**src/rtl/core/srpg_pkg.sv**
```systemverilog
// shared types and constants of the stepper ramp pulse generator
`default_nettype none
package srpg_pkg;

  localparam logic [2:0] REQ_TICK     = 3'd0;
  localparam logic [2:0] REQ_REL_MOVE = 3'd1;
  localparam logic [2:0] REQ_ABS_MOVE = 3'd2;
  localparam logic [2:0] REQ_STOP     = 3'd3;
  localparam logic [2:0] REQ_ZERO_POS = 3'd4;

  localparam logic [1:0] REG_START_INTERVAL = 2'd0;
  localparam logic [1:0] REG_MIN_INTERVAL   = 2'd1;

  localparam logic [23:0] START_INTERVAL_RST = 24'd1587200;
  localparam logic [15:0] MIN_INTERVAL_RST   = 16'd200;

  typedef enum logic [2:0] {
    ST_IDLE = 3'b001,
    ST_CALC = 3'b010,
    ST_POST = 3'b100
  } ctrl_state_t;

  typedef enum logic [2:0] {
    MD_IDLE = 3'b001,
    MD_MUL  = 3'b010,
    MD_DIV  = 3'b100
  } md_state_t;

endpackage
`default_nettype wire

```
**src/rtl/core/srpg_muldiv.sv**
```systemverilog
// bit-serial multiply then restoring divide: quo = floor(c * mul / div)
`default_nettype none
module srpg_muldiv #(
  parameter int IV_W = 24,
  parameter int F_W  = 34
) (
  input  wire logic              clk,
  input  wire logic              rst_n,
  input  wire logic              start,
  input  wire logic [IV_W-1:0]   c_in,
  input  wire logic [F_W-1:0]    mul_in,
  input  wire logic [F_W-1:0]    div_in,
  output logic                   done,
  output logic [IV_W:0]          quo
);

  localparam int Q_W  = IV_W + 1;
  localparam int P_W  = IV_W + F_W;
  localparam int MAXN = (F_W > Q_W) ? F_W : Q_W;
  localparam int CW   = $clog2(MAXN + 1);

  srpg_pkg::md_state_t state_r, state_nxt;
  logic [CW-1:0]   cnt_r, cnt_nxt;
  logic [IV_W-1:0] c_r, c_nxt;
  logic [F_W-1:0]  div_r, div_nxt;
  logic [IV_W-1:0] acc_r, acc_nxt;
  logic [F_W-1:0]  mlo_r, mlo_nxt;
  logic [F_W-1:0]  rem_r, rem_nxt;
  logic [Q_W-1:0]  quo_r, quo_nxt;
  logic            done_r, done_nxt;

  logic [IV_W:0]   sum;
  logic [P_W-1:0]  prod;
  logic [F_W:0]    trial;
  logic [F_W:0]    diff;
  logic            ge;

  assign sum   = {1'b0, acc_r} + (mlo_r[0] ? {1'b0, c_r} : {(IV_W+1){1'b0}});
  assign prod  = {sum[IV_W:1], sum[0], mlo_r[F_W-1:1]};
  assign trial = {rem_r, quo_r[Q_W-1]};
  assign diff  = trial - {1'b0, div_r};
  assign ge    = trial >= {1'b0, div_r};

  always_comb begin
    state_nxt = state_r;
    cnt_nxt   = cnt_r;
    c_nxt     = c_r;
    div_nxt   = div_r;
    acc_nxt   = acc_r;
    mlo_nxt   = mlo_r;
    rem_nxt   = rem_r;
    quo_nxt   = quo_r;
    done_nxt  = 1'b0;
    unique case (state_r)
      srpg_pkg::MD_IDLE: begin
        if (start) begin
          c_nxt     = c_in;
          div_nxt   = div_in;
          acc_nxt   = '0;
          mlo_nxt   = mul_in;
          cnt_nxt   = CW'(F_W - 1);
          state_nxt = srpg_pkg::MD_MUL;
        end
      end
      srpg_pkg::MD_MUL: begin
        acc_nxt = sum[IV_W:1];
        mlo_nxt = {sum[0], mlo_r[F_W-1:1]};
        if (cnt_r == '0) begin
          state_nxt = srpg_pkg::MD_DIV;
          cnt_nxt   = CW'(Q_W - 1);
          rem_nxt   = F_W'(prod >> Q_W);
          quo_nxt   = prod[Q_W-1:0];
        end else begin
          cnt_nxt = cnt_r - 1'b1;
        end
      end
      srpg_pkg::MD_DIV: begin
        rem_nxt = ge ? diff[F_W-1:0] : trial[F_W-1:0];
        quo_nxt = {quo_r[Q_W-2:0], ge};
        if (cnt_r == '0) begin
          state_nxt = srpg_pkg::MD_IDLE;
          done_nxt  = 1'b1;
        end else begin
          cnt_nxt = cnt_r - 1'b1;
        end
      end
      default: state_nxt = srpg_pkg::MD_IDLE;
    endcase
  end

  always_ff @(posedge clk) begin
    if (!rst_n) begin
      state_r <= srpg_pkg::MD_IDLE;
      done_r  <= 1'b0;
    end else begin
      state_r <= state_nxt;
      done_r  <= done_nxt;
    end
    cnt_r <= cnt_nxt;
    c_r   <= c_nxt;
    div_r <= div_nxt;
    acc_r <= acc_nxt;
    mlo_r <= mlo_nxt;
    rem_r <= rem_nxt;
    quo_r <= quo_nxt;
  end

  assign done = done_r;
  assign quo  = quo_r;

endmodule
`default_nettype wire

```
**src/rtl/core/stepper_ramp_pulse_generator.sv**
```systemverilog
// step/direction pulse generator with a real-time linear speed ramp
// timing: an accepted request goes through ST_POST to the output registers; a tick that ends a step
//   while ramping first waits in ST_CALC for the bit-serial multiply and divide
// flow: in_ready is high only in ST_IDLE, so a new request is taken once the last result has been
//   posted; a ramping step also waits for the bit-serial multiply/divide
// reset: synchronous active-low rst_n; idle, position zero, default registers
`default_nettype none
module stepper_ramp_pulse_generator #(
  parameter int COUNT_BITS = 32,
  parameter int FRAC_BITS  = 8
) (
  input  wire logic               clk,
  input  wire logic               rst_n,
  input  wire logic               in_valid,
  output logic                    in_ready,
  input  wire logic [2:0]         in_req_type,
  input  wire logic signed [31:0] in_step_count,
  input  wire logic signed [31:0] in_target_position,
  output logic                    out_valid,
  input  wire logic               out_ready,
  output logic                    out_step_level,
  output logic                    out_dir_level,
  output logic                    out_moving,
  output logic signed [31:0]      out_position,
  input  wire logic               cfg_valid,
  output logic                    cfg_ready,
  input  wire logic [1:0]         cfg_addr,
  input  wire logic [23:0]        cfg_data
);

  localparam int CB   = COUNT_BITS;
  localparam int IV_W = 16 + FRAC_BITS;
  localparam int F_W  = CB + 2;
  localparam int Q_W  = IV_W + 1;

  srpg_pkg::ctrl_state_t state_r, state_nxt;

  logic [23:0]     start_iv_r;
  logic [15:0]     min_iv_r;
  logic [31:0]     pos_r, pos_nxt;
  logic [CB-1:0]   total_r, total_nxt;
  logic [CB-1:0]   done_r, done_nxt;
  logic [CB-1:0]   ramp_r, ramp_nxt;
  logic [CB-1:0]   n_r, n_nxt;
  logic [IV_W-1:0] iv_r, iv_nxt;
  logic [15:0]     half_r, half_nxt;
  logic [15:0]     wait_r, wait_nxt;
  logic            pulse_r, pulse_nxt;
  logic            neg_r, neg_nxt;
  logic            cmpl_r, cmpl_nxt;
  logic            accel_r, accel_nxt;

  logic            out_valid_r;
  logic            out_step_r, out_dir_r, out_mov_r;
  logic [31:0]     out_pos_r;

  logic            accept;
  logic            md_start;
  logic [F_W-1:0]  md_mul, md_div;
  logic            md_done;
  logic [Q_W-1:0]  md_quo;

  logic [IV_W-1:0] loaded_start;
  logic [IV_W-1:0] lim;
  logic [31:0]     delta;
  logic [31:0]     mag;
  logic            sat;
  logic [15:0]     half_calc;

  assign loaded_start = IV_W'({start_iv_r, {FRAC_BITS{1'b0}}} >> 8);
  assign lim          = IV_W'({min_iv_r, {FRAC_BITS{1'b0}}});
  assign accept       = in_valid && in_ready;
  assign in_ready     = (state_r == srpg_pkg::ST_IDLE);
  assign cfg_ready    = 1'b1;

  always_comb begin
    logic [IV_W-1:0] c_new;
    logic [CB-1:0]   n_tmp;
    logic [15:0]     h;
    state_nxt = state_r;
    pos_nxt   = pos_r;
    total_nxt = total_r;
    done_nxt  = done_r;
    ramp_nxt  = ramp_r;
    n_nxt     = n_r;
    iv_nxt    = iv_r;
    half_nxt  = half_r;
    wait_nxt  = wait_r;
    pulse_nxt = pulse_r;
    neg_nxt   = neg_r;
    cmpl_nxt  = cmpl_r;
    accel_nxt = accel_r;
    md_start  = 1'b0;
    md_mul    = '0;
    md_div    = '0;
    delta     = (in_req_type == srpg_pkg::REQ_ABS_MOVE) ?
                32'(in_target_position) - pos_r : 32'(in_step_count);
    mag       = delta[31] ? (32'd0 - delta) : delta;
    sat       = ((33'(mag) >> CB) != 33'd0);
    half_calc = 16'(loaded_start >> (FRAC_BITS + 1));
    c_new     = '0;
    n_tmp     = '0;
    h         = '0;
    unique case (state_r)
      srpg_pkg::ST_IDLE: begin
        if (accept) begin
          state_nxt = srpg_pkg::ST_POST;
          unique case (in_req_type)
            srpg_pkg::REQ_TICK: begin
              if (!cmpl_r) begin
                if (wait_r > 16'd1) begin
                  wait_nxt = wait_r - 16'd1;
                end else if (done_r >= total_r) begin
                  cmpl_nxt = 1'b1;
                end else if (!pulse_r) begin
                  pulse_nxt = 1'b1;
                  wait_nxt  = (half_r == 16'd0) ? 16'd1 : half_r;
                end else begin
                  pulse_nxt = 1'b0;
                  done_nxt  = done_r + 1'b1;
                  pos_nxt   = neg_r ? pos_r - 32'd1 : pos_r + 32'd1;
                  if (ramp_r == '0) begin
                    n_tmp     = (n_r != {CB{1'b1}}) ? n_r + 1'b1 : n_r;
                    n_nxt     = n_tmp;
                    accel_nxt = 1'b1;
                    md_start  = 1'b1;
                    md_mul    = {n_tmp, 2'b00} - 1'b1;
                    md_div    = {n_tmp, 2'b00} + 1'b1;
                    state_nxt = srpg_pkg::ST_CALC;
                  end else if (ramp_r <= total_r && done_nxt >= total_r - ramp_r) begin
                    n_tmp     = (n_r > 1) ? n_r - 1'b1 : n_r;
                    if (n_tmp == '0) n_tmp = CB'(1);
                    n_nxt     = n_tmp;
                    accel_nxt = 1'b0;
                    md_start  = 1'b1;
                    md_mul    = {n_tmp, 2'b00} + 1'b1;
                    md_div    = {n_tmp, 2'b00} - 1'b1;
                    state_nxt = srpg_pkg::ST_CALC;
                  end else begin
                    h        = 16'(iv_r >> (FRAC_BITS + 1));
                    half_nxt = h;
                    wait_nxt = (h == 16'd0) ? 16'd1 : h;
                  end
                end
              end
            end
            srpg_pkg::REQ_REL_MOVE, srpg_pkg::REQ_ABS_MOVE: begin
              total_nxt = sat ? {CB{1'b1}} : mag[CB-1:0];
              done_nxt  = '0;
              ramp_nxt  = '0;
              n_nxt     = '0;
              cmpl_nxt  = 1'b0;
              pulse_nxt = 1'b0;
              iv_nxt    = loaded_start;
              half_nxt  = half_calc;
              neg_nxt   = delta[31];
              wait_nxt  = (half_calc == 16'd0) ? 16'd1 : half_calc;
            end
            srpg_pkg::REQ_STOP: begin
              cmpl_nxt  = 1'b1;
              pulse_nxt = 1'b0;
            end
            srpg_pkg::REQ_ZERO_POS: begin
              pos_nxt   = '0;
              done_nxt  = '0;
              total_nxt = '0;
              ramp_nxt  = '0;
              n_nxt     = '0;
              cmpl_nxt  = 1'b1;
            end
            default: ;
          endcase
        end
      end
      srpg_pkg::ST_CALC: begin
        if (md_done) begin
          if (accel_r) begin
            c_new = md_quo[IV_W-1:0];
            if (md_quo <= {1'b0, lim}) begin
              c_new    = lim;
              ramp_nxt = done_r;
            end
            if (done_r >= (total_r >> 1)) ramp_nxt = done_r;
          end else begin
            c_new = md_quo[IV_W] ? {IV_W{1'b1}} : md_quo[IV_W-1:0];
          end
          iv_nxt    = c_new;
          h         = 16'(c_new >> (FRAC_BITS + 1));
          half_nxt  = h;
          wait_nxt  = (h == 16'd0) ? 16'd1 : h;
          state_nxt = srpg_pkg::ST_POST;
        end
      end
      srpg_pkg::ST_POST: begin
        if (!out_valid_r || out_ready) state_nxt = srpg_pkg::ST_IDLE;
      end
      default: state_nxt = srpg_pkg::ST_IDLE;
    endcase
  end

  srpg_muldiv #(
    .IV_W (IV_W),
    .F_W  (F_W)
  ) u_muldiv (
    .clk    (clk),
    .rst_n  (rst_n),
    .start  (md_start),
    .c_in   (iv_r),
    .mul_in (md_mul),
    .div_in (md_div),
    .done   (md_done),
    .quo    (md_quo)
  );

  always_ff @(posedge clk) begin
    if (!rst_n) begin
      state_r     <= srpg_pkg::ST_IDLE;
      start_iv_r  <= srpg_pkg::START_INTERVAL_RST;
      min_iv_r    <= srpg_pkg::MIN_INTERVAL_RST;
      pos_r       <= '0;
      total_r     <= '0;
      done_r      <= '0;
      ramp_r      <= '0;
      n_r         <= '0;
      iv_r        <= IV_W'({srpg_pkg::START_INTERVAL_RST, {FRAC_BITS{1'b0}}} >> 8);
      half_r      <= '0;
      wait_r      <= '0;
      pulse_r     <= 1'b0;
      neg_r       <= 1'b0;
      cmpl_r      <= 1'b1;
      accel_r     <= 1'b0;
      out_valid_r <= 1'b0;
    end else begin
      state_r <= state_nxt;
      pos_r   <= pos_nxt;
      total_r <= total_nxt;
      done_r  <= done_nxt;
      ramp_r  <= ramp_nxt;
      n_r     <= n_nxt;
      iv_r    <= iv_nxt;
      half_r  <= half_nxt;
      wait_r  <= wait_nxt;
      pulse_r <= pulse_nxt;
      neg_r   <= neg_nxt;
      cmpl_r  <= cmpl_nxt;
      accel_r <= accel_nxt;
      if (cfg_valid && cfg_ready) begin
        if (cfg_addr == srpg_pkg::REG_START_INTERVAL) start_iv_r <= cfg_data;
        if (cfg_addr == srpg_pkg::REG_MIN_INTERVAL)   min_iv_r   <= cfg_data[15:0];
      end
      if (state_r == srpg_pkg::ST_POST && (!out_valid_r || out_ready)) begin
        out_valid_r <= 1'b1;
      end else if (out_ready) begin
        out_valid_r <= 1'b0;
      end
    end
    if (state_r == srpg_pkg::ST_POST && (!out_valid_r || out_ready)) begin
      out_step_r <= pulse_r;
      out_dir_r  <= neg_r;
      out_mov_r  <= !cmpl_r;
      out_pos_r  <= pos_r;
    end
  end

  assign out_valid      = out_valid_r;
  assign out_step_level = out_step_r;
  assign out_dir_level  = out_dir_r;
  assign out_moving     = out_mov_r;
  assign out_position   = out_pos_r;

endmodule
`default_nettype wire

```
**config.mk**
```make
export PLATFORM = sky130hd
export DESIGN_NAME = stepper_ramp_pulse_generator
export DESIGN_NICKNAME = d
export VERILOG_FILES = /design/src/rtl/core/srpg_pkg.sv /design/src/rtl/core/srpg_muldiv.sv /design/src/rtl/core/stepper_ramp_pulse_generator.sv
export SDC_FILE = /design/constraint.sdc
export NUM_CORES = 2
export LEC_CHECK = 0
export BUFFER_PORTS_ARGS = -buffer_cell sky130_fd_sc_hd__buf_2
export CORE_UTILIZATION = 35
export CTS_CLUSTER_DIAMETER = 80
export CTS_CLUSTER_SIZE = 25
export DETAILED_ROUTE_END_ITERATION = 8
export PLACE_DENSITY_LB_ADDON = 0.08
export SLEW_MARGIN = 10
export SYNTH_ARGS = -nofsm -noshare
export SYNTH_HDL_FRONTEND = slang
export SYNTH_HIERARCHICAL = 1
export SYNTH_SLANG_ARGS = --single-unit
```
**constraint.sdc**
```tcl
create_clock -name clk -period 7.7 [get_ports clk]
set_input_delay 1.155 -clock clk [delete_from_list [all_inputs] [get_ports clk]]
set_output_delay 1.155 -clock clk [all_outputs]
set_load 0.02 [all_outputs]
```
* After elaboration in Yosys (flattened, before gate mapping)
Index checks and enable logic that the tools add are counted.
** Storage, ports and cells
- Bits in registers :: 484
- Output and inout bits :: 38
- Word-level logic and storage cells :: 286
** Operators by class
- $add $sub $neg :: 16
- Magnitude comparators :: 8
- Eq/ne operators :: 38
- Multiplexer cells :: 136
- Bitwise operators :: 7
- Reductions and logical operators :: 52
** Operators by type and width (count)
- $mux W32 :: 35
- $mux W34 :: 14
- $pmux W32 S2 :: 5
- $mux W16 :: 17
- $mux W24 :: 10
- $pmux W34 S2 :: 2
- $pmux W16 S2 :: 4
- $add A32 B1 Y32 const B :: 3
- $pmux W24 S2 :: 2
- $add A34 B1 Y34 const B :: 2
- $sub A34 B1 Y34 const B :: 2
- $ge A32 B32 Y1 :: 2
- $logic_not A16 Y1 :: 4
- $logic_not A32 Y1 :: 2
- $sub A32 B1 Y32 const B :: 2
- $sub A32 B32 Y32 :: 2
- $pmux W25 S2 :: 1
- $mux W15 :: 3
- $mux W3 :: 13
- $ge A35 B34 Y1 :: 1
- $sub A34 B34 Y34 :: 1
- $ge A32 B31 Y1 :: 1
- $gt A32 B1 Y1 const B :: 1
- $le A32 B32 Y1 :: 1
- 43 further kinds :: 127

* Depth between registers and ports, before layout
- Depth in word-level cells :: 25
- Gate-level depth with buffers :: 29
- Mapped depth without buffers :: 28

* Modules after synthesis
Netlist, hierarchy kept.
** By module, submodules not included
- stepper_ramp_pulse_generator :: times used 1, cells an instance 3518, area each 26459.1 um2, sequential area each 6316.1 um2
- srpg_muldiv :: times used 1, cells an instance 1024, area each 10621.4 um2, sequential area each 5515.3 um2

* Worst setup path after synthesis
OpenSTA, ideal clock, no wires.
- Path kind :: register to register
- Start :: register total_r[0]
- End :: register u_muldiv.cnt_r[0] (enable)
- Data arrival time :: 7812 ps
- Required time :: 7372 ps
- Path slack :: -440 ps
- Stages on the path, launching flop included :: 28
- Buffers on the path :: 1
- Clock period less this slack :: 8140 ps
- Cells stage by stage :: dfxtp_1 > inv_1 > ha_1 > inv_1 > fa_1 > a21o_1 > a21oi_1 > o221ai_1 > o21ai_0 > o211ai_1 > a21boi_0 > o211a_1 > nor3_1 > a21oi_1 > o21ai_0 > xnor2_1 > ha_1 > nand4_1 > nor2_1 > o211ai_1 > a211oi_1 > clkbuf_1 > or2_2 > nand2_1 > inv_1 > nand3b_1 > a21oi_1 > nand2b_1
** On the way
- Word-level cells in the longest chain between the ends :: 14
** RTL lines
- from (decl) :: RTL line stepper_ramp_pulse_generator.sv:41 : logic [CB-1:0] total_r, total_nxt;
- from (signal assigned) :: RTL line stepper_ramp_pulse_generator.sv:236 : total_r <= total_nxt;
- $sub A32 B32 Y32 :: RTL line stepper_ramp_pulse_generator.sv:130 : end else if (ramp_r <= total_r && done_nxt >= total_r - ramp_r) begin
- $ge A32 B32 Y1 :: RTL line stepper_ramp_pulse_generator.sv:130
- $logic_and A1 B1 Y1 :: RTL line stepper_ramp_pulse_generator.sv:130
- $mux W1 :: RTL line stepper_ramp_pulse_generator.sv:130
- $mux W1 :: RTL line stepper_ramp_pulse_generator.sv:122 : if (ramp_r == '0) begin
- $mux W1 :: RTL line stepper_ramp_pulse_generator.sv:115 : end else if (!pulse_r) begin
- $mux W1 * :: RTL line stepper_ramp_pulse_generator.sv:113 : end else if (done_r >= total_r) begin
- $mux W1 * :: RTL line stepper_ramp_pulse_generator.sv:111 : if (wait_r > 16'd1) begin
- $mux W1 * :: RTL line stepper_ramp_pulse_generator.sv:110 : if (!cmpl_r) begin
- $mux W1 * :: RTL line stepper_ramp_pulse_generator.sv:108 : unique case (in_req_type)
- $mux W1 * :: RTL line stepper_ramp_pulse_generator.sv:106 : if (accept) begin
- $mux W1 * :: RTL line stepper_ramp_pulse_generator.sv:104 : unique case (state_r)
- $ne A2 B2 Y1 (no source line) *
- $reduce_and A3 Y1 (no source line) *
- to (signal assigned) :: RTL line srpg_muldiv.sv:99 : cnt_r <= cnt_nxt;
- to (decl) :: RTL line srpg_muldiv.sv:23 : logic [CW-1:0] cnt_r, cnt_nxt;
Mark *: on every way between the ends. The rest lies on a longest branch, timed or not.
A chain may end at the register's enable or synchronous reset.

* Final worst setup path
- Start :: register total_r[0]
- End :: register u_muldiv.cnt_r[4] (enable)
Same word-level chain as after synthesis.

==> impl_summary.txt <==
----------------------------------------------------
[Status]
  Status ... finished clean

[Drt]
  Routed via count divided by cell count ... between 5 and 6
  Total detailed-routing wirelength ... 127,000 um
  Number of remaining DRC errors ... 0
  Detailed router's first-iteration violation count ... between 2,000 and 2,500
  Average wire per standard cell ... 21.4 um
  Remaining antenna violation count after routing ... 0
  Pre-Repair DR Iteration Count ... 6
  Total via count in the routed design ... roughly 33,000

[Finish]
  Final cell count without fillers ... ~6,000
  Count of nets after finishing ... 4,898
  N_diodes ... 0
  Relative area change from synthesis to final layout ... 9.15%
  Fraction of final layout cells sized beyond drive strength 1 ... under 10%

[Placement]
  I/O Buffers ... 134
  Setup WS pre-CTS ... ~1.2 ns
  HPWL after DPL ... between 90,000 and 100,000 um
  Number of cells after detailed placement ... approximately 6,000
  Routability congestion estimate from global placement ... approximately 0.88

[Die]
  Cell Rows ... 119
  Floorplan die width ... roughly 330 um
  Overall die area ... roughly 110,000 um2
  Height of the die ... between 300 and 400 um
  Effective utilization at floorplan ... roughly a third
  Area of the core region ... about 110,000 um2
  Number of placed I/O pins ... ~140

[Logic synthesis]
  Post-synth top area share ... between 15 and 20%
  Post-Syn Instances ... around 4,500
  Most used standard cells in the synthesized netlist ... 624 x sky130_fd_sc_hd__nand2_1, 332 x sky130_fd_sc_hd__a21oi_1, 292 x sky130_fd_sc_hd__nor2_1
  Cell types occupying the most area after synthesis ... sky130_fd_sc_hd__edfxtp_1 17%, sky130_fd_sc_hd__dfxtp_1 14%, sky130_fd_sc_hd__ha_1 9.2%
  Ys Warns ... 6
  Library cell with the highest instance count after synthesis ... sky130_fd_sc_hd__nand2_1
  Main flop type after synthesis ... sky130_fd_sc_hd__dfxtp_1
  Unique masters post-synth ... 102
  Async S/R FF share, synth ... 0%
  Number of synthesized register bits ... slightly below 500
  Syn_nets ... between 4,000 and 5,000
  Most area-hungry cell type in the Yosys netlist ... sky130_fd_sc_hd__edfxtp_1
  Summed instance area of the synthesized netlist ... 37,100 um2
  Sequential cell area fraction in the yosys report ... between 30% and 40%
  Count of flip-flops with a built-in enable after synthesis ... ~220
  Mean cell area of the mapped netlist ... slightly above 8 um2

[Pwr]
  Total Power ... about 6.0 mW
  Power density over the cells ... about 150 nW/um2
  Cell leakage power ... 16.2 nW
  Highest ir drop seen on vdd ... roughly 0.00018 V

[Run]
  Max-cap viol count ... 0

[Setup path]
  Arrival time at the worst endpoint ... approximately 6.7 ns
  Critical Path Source Type ... flip-flop
  Maximum net fanout on the critical path ... 59
  Kind of capture point of the worst setup path ... flip-flop
  Worst Path Required ... about 8.0 ns
  Category of the critical setup timing path ... reg2reg

[GRT]
  Vias in the first global route ... 31,672
  Wire length of the first global-routing pass ... between 150,000 and 200,000 um
  Pin count of the biggest net entering global routing ... 84
  GRT Util Overall ... ~23%
  Remaining Overflow, GRT ... 0
  Number of antenna violations at the first check in global routing ... 8

[CTS]
  Clock slew seen by the registers of the worst setup and hold paths ... roughly 0.10 ns
  Clk Latency, worst-skew pair ... approximately 0.63 ns
  Hold buffer count at cts ... 0
  TritonCTS buffer count ... 38
  Clock Root Buffer ... sky130_fd_sc_hd__clkbuf_16
  CTS tree ... done
  Deepest level of the CTS H-tree ... 2
  Post-cts repair resize count ... 0
  Count of buffers added by post-CTS timing repair for setup ... 0
  Number of buffers between clock root and the deepest sink ... 3
  # clock sinks ... just under 500

[Timing]
  Setup tns final ... 0 ns
  Final Slew Violations ... 0
  Setup skew after layout ... roughly 0.054 ns
  Setup slack after layout ... roughly 1.3 ns
  Worst Tran Pin Value ... between 1 and 1.5 ns
  Max Fclk ... 0.156 GHz
  Final count of negative-setup-slack endpoints ... 0
  Worst slew margin ... between 15 and 20%
  RSZ-0062 raised after global routing ... no
  Crit share post-route ... a little over four fifths
  Final Hold Viols ... 0
  Time the final worst path needs with I/O delays and setup ... around 6.4 ns

[Hold path]
  Class of the tightest hold or removal check ... reg2reg

----------------------------------------------------
## power by group
| part | total (mW) | internal (mW) | switching (mW) | leakage (nW) |
|---|---|---|---|---|
| sequential | 2.75 | 2.70 | 0.0540 | 4.06 |
| clock | 2.28 | 1.08 | 1.21 | 0.674 |
| combinational | 0.957 | 0.371 | 0.586 | 11.5 |
## final cells by class
class	count	area [um2]
clock inverters	28	397
repair buffers	194	1150
flip-flops and latches	483	11800
fillers	11129	64600
inverters	218	818
well taps	1391	1740
multi-input cells	3587	23600
clock buffers	41	983
## stage by stage
stage | utilization [%] | hold WS [ns] | cell area, um2
final | 38.5 | 0.438 | 40500
after detailed placement | 37.2 | 0.414 | 39100
after global placement | 37.2 | 0.408 | 39100
after CTS | 38.5 | 0.440 | 40500
after floorplan | - | 0.403 | 37100
after global routing | 38.5 | 0.446 | 40500
## per-layer routing
metal | global-route usage [%] | vias up | routed length, um
met4 | 7.90 | 16 | 4400
met2 | 38.5 | 723 | 59000
met3 | 2.99 | 172 | 5560
li1 | - | 16399 | -
met5 | 0 | - | 95
met1 | 30.3 | 15711 | 57800
## critical path: stages, from the launching register on
cell and delay, ns:
sky130_fd_sc_hd__dfxtp_1 0.34, sky130_fd_sc_hd__inv_1 0.06, sky130_fd_sc_hd__ha_1 0.17, sky130_fd_sc_hd__inv_1 0.06, sky130_fd_sc_hd__fa_1 0.40, sky130_fd_sc_hd__a21o_1 0.17
sky130_fd_sc_hd__a21oi_1 0.28, sky130_fd_sc_hd__o221ai_1 0.24, sky130_fd_sc_hd__o21ai_0 0.31, sky130_fd_sc_hd__o211ai_1 0.27, sky130_fd_sc_hd__a21boi_0 0.33, sky130_fd_sc_hd__o21ai_0 0.15
sky130_fd_sc_hd__xnor2_1 0.17, sky130_fd_sc_hd__ha_1 0.30, sky130_fd_sc_hd__nand3_1 0.11, sky130_fd_sc_hd__nor2_1 0.12, sky130_fd_sc_hd__o2111ai_1 0.11, sky130_fd_sc_hd__a211oi_1 0.27
sky130_fd_sc_hd__o211ai_1 0.14, sky130_fd_sc_hd__a211oi_2 0.30, sky130_fd_sc_hd__or2_2 0.19, sky130_fd_sc_hd__nand2_1 0.08, sky130_fd_sc_hd__inv_1 0.38, sky130_fd_sc_hd__nand3b_1 0.27
sky130_fd_sc_hd__a21oi_4 0.23, sky130_fd_sc_hd__buf_12 0.33, sky130_fd_sc_hd__nand2b_1 0.36
## worst paths after layout
| check | start | to | slack [ns] | depth (start not counted) |
|---|---|---|---|---|
| worst min register to register | iv_r[1] | u_muldiv/c_r[1] | 0.44 | 0 |
| worst min-delay path | iv_r[1] | u_muldiv/c_r[1] | 0.44 | 0 |
| worst max-delay path | total_r[0] | u_muldiv/cnt_r[4] | 1.27 | 26 |
| worst max register to register | total_r[0] | u_muldiv/cnt_r[4] | 1.27 | 26 |
## layout by cell type (no fill, tap or decap), types with 13 or more instances in the layout
cell,count
sky130_fd_sc_hd__o21ai_0,228
sky130_fd_sc_hd__o211a_1,34
sky130_fd_sc_hd__clkbuf_16,39
sky130_fd_sc_hd__o22ai_1,21
sky130_fd_sc_hd__buf_2,133
sky130_fd_sc_hd__inv_1,215
sky130_fd_sc_hd__xnor2_1,164
sky130_fd_sc_hd__o31ai_1,29
sky130_fd_sc_hd__or4_1,13
sky130_fd_sc_hd__a211o_1,15
sky130_fd_sc_hd__nand2_1,621
sky130_fd_sc_hd__and3_1,56
sky130_fd_sc_hd__a31oi_1,42
sky130_fd_sc_hd__dfxtp_1,267
sky130_fd_sc_hd__nor3_1,96
sky130_fd_sc_hd__a211oi_1,60
sky130_fd_sc_hd__nand3_1,126
sky130_fd_sc_hd__edfxtp_1,216
sky130_fd_sc_hd__or3_1,34
sky130_fd_sc_hd__a21oi_1,329
sky130_fd_sc_hd__a21o_1,116
sky130_fd_sc_hd__xor2_1,120
sky130_fd_sc_hd__and2_1,107
sky130_fd_sc_hd__nor4_1,60
sky130_fd_sc_hd__nor2b_1,72
sky130_fd_sc_hd__ha_1,273
sky130_fd_sc_hd__a21boi_0,74
sky130_fd_sc_hd__buf_4,58
sky130_fd_sc_hd__mux2i_1,106
sky130_fd_sc_hd__and4_1,23
sky130_fd_sc_hd__o21a_1,33
sky130_fd_sc_hd__nand2b_1,31
sky130_fd_sc_hd__nor2_1,282
sky130_fd_sc_hd__a221oi_1,35
sky130_fd_sc_hd__o21ai_1,25
sky130_fd_sc_hd__o21bai_1,27
sky130_fd_sc_hd__nand4_1,70
sky130_fd_sc_hd__o211ai_1,32
## state kept, by name (all words and copies together), names as in the netlist, 6 cells and up
signal / flops
out_position: 32
pos_r: 32
ramp_r: 32
n_r: 32
iv_r: 24
total_r: 32
u_muldiv/quo: 25
min_iv_r: 16
u_muldiv/c_r: 24
wait_r: 16
loaded_start: 24
half_r: 15
u_muldiv/cnt_r: 6
u_muldiv/mlo_r: 34
u_muldiv/acc_r: 24
u_muldiv/rem_r: 34
u_muldiv/div_r: 34
done_r: 32
## cell families after synthesis
kind of cell	after synthesis	share of synthesized area, %
buffers and inverters	472	4.93
muxes	109	2.95
DFF	483	31.9
and+or+nand+nor	1683	22.2
other	1	0.0101
adders and majority gates	279	9.51
AOI/OAI and AO/OA	1231	21.8
xor gates and xnor gates	284	6.71
(Power assumes the default switching activity.)
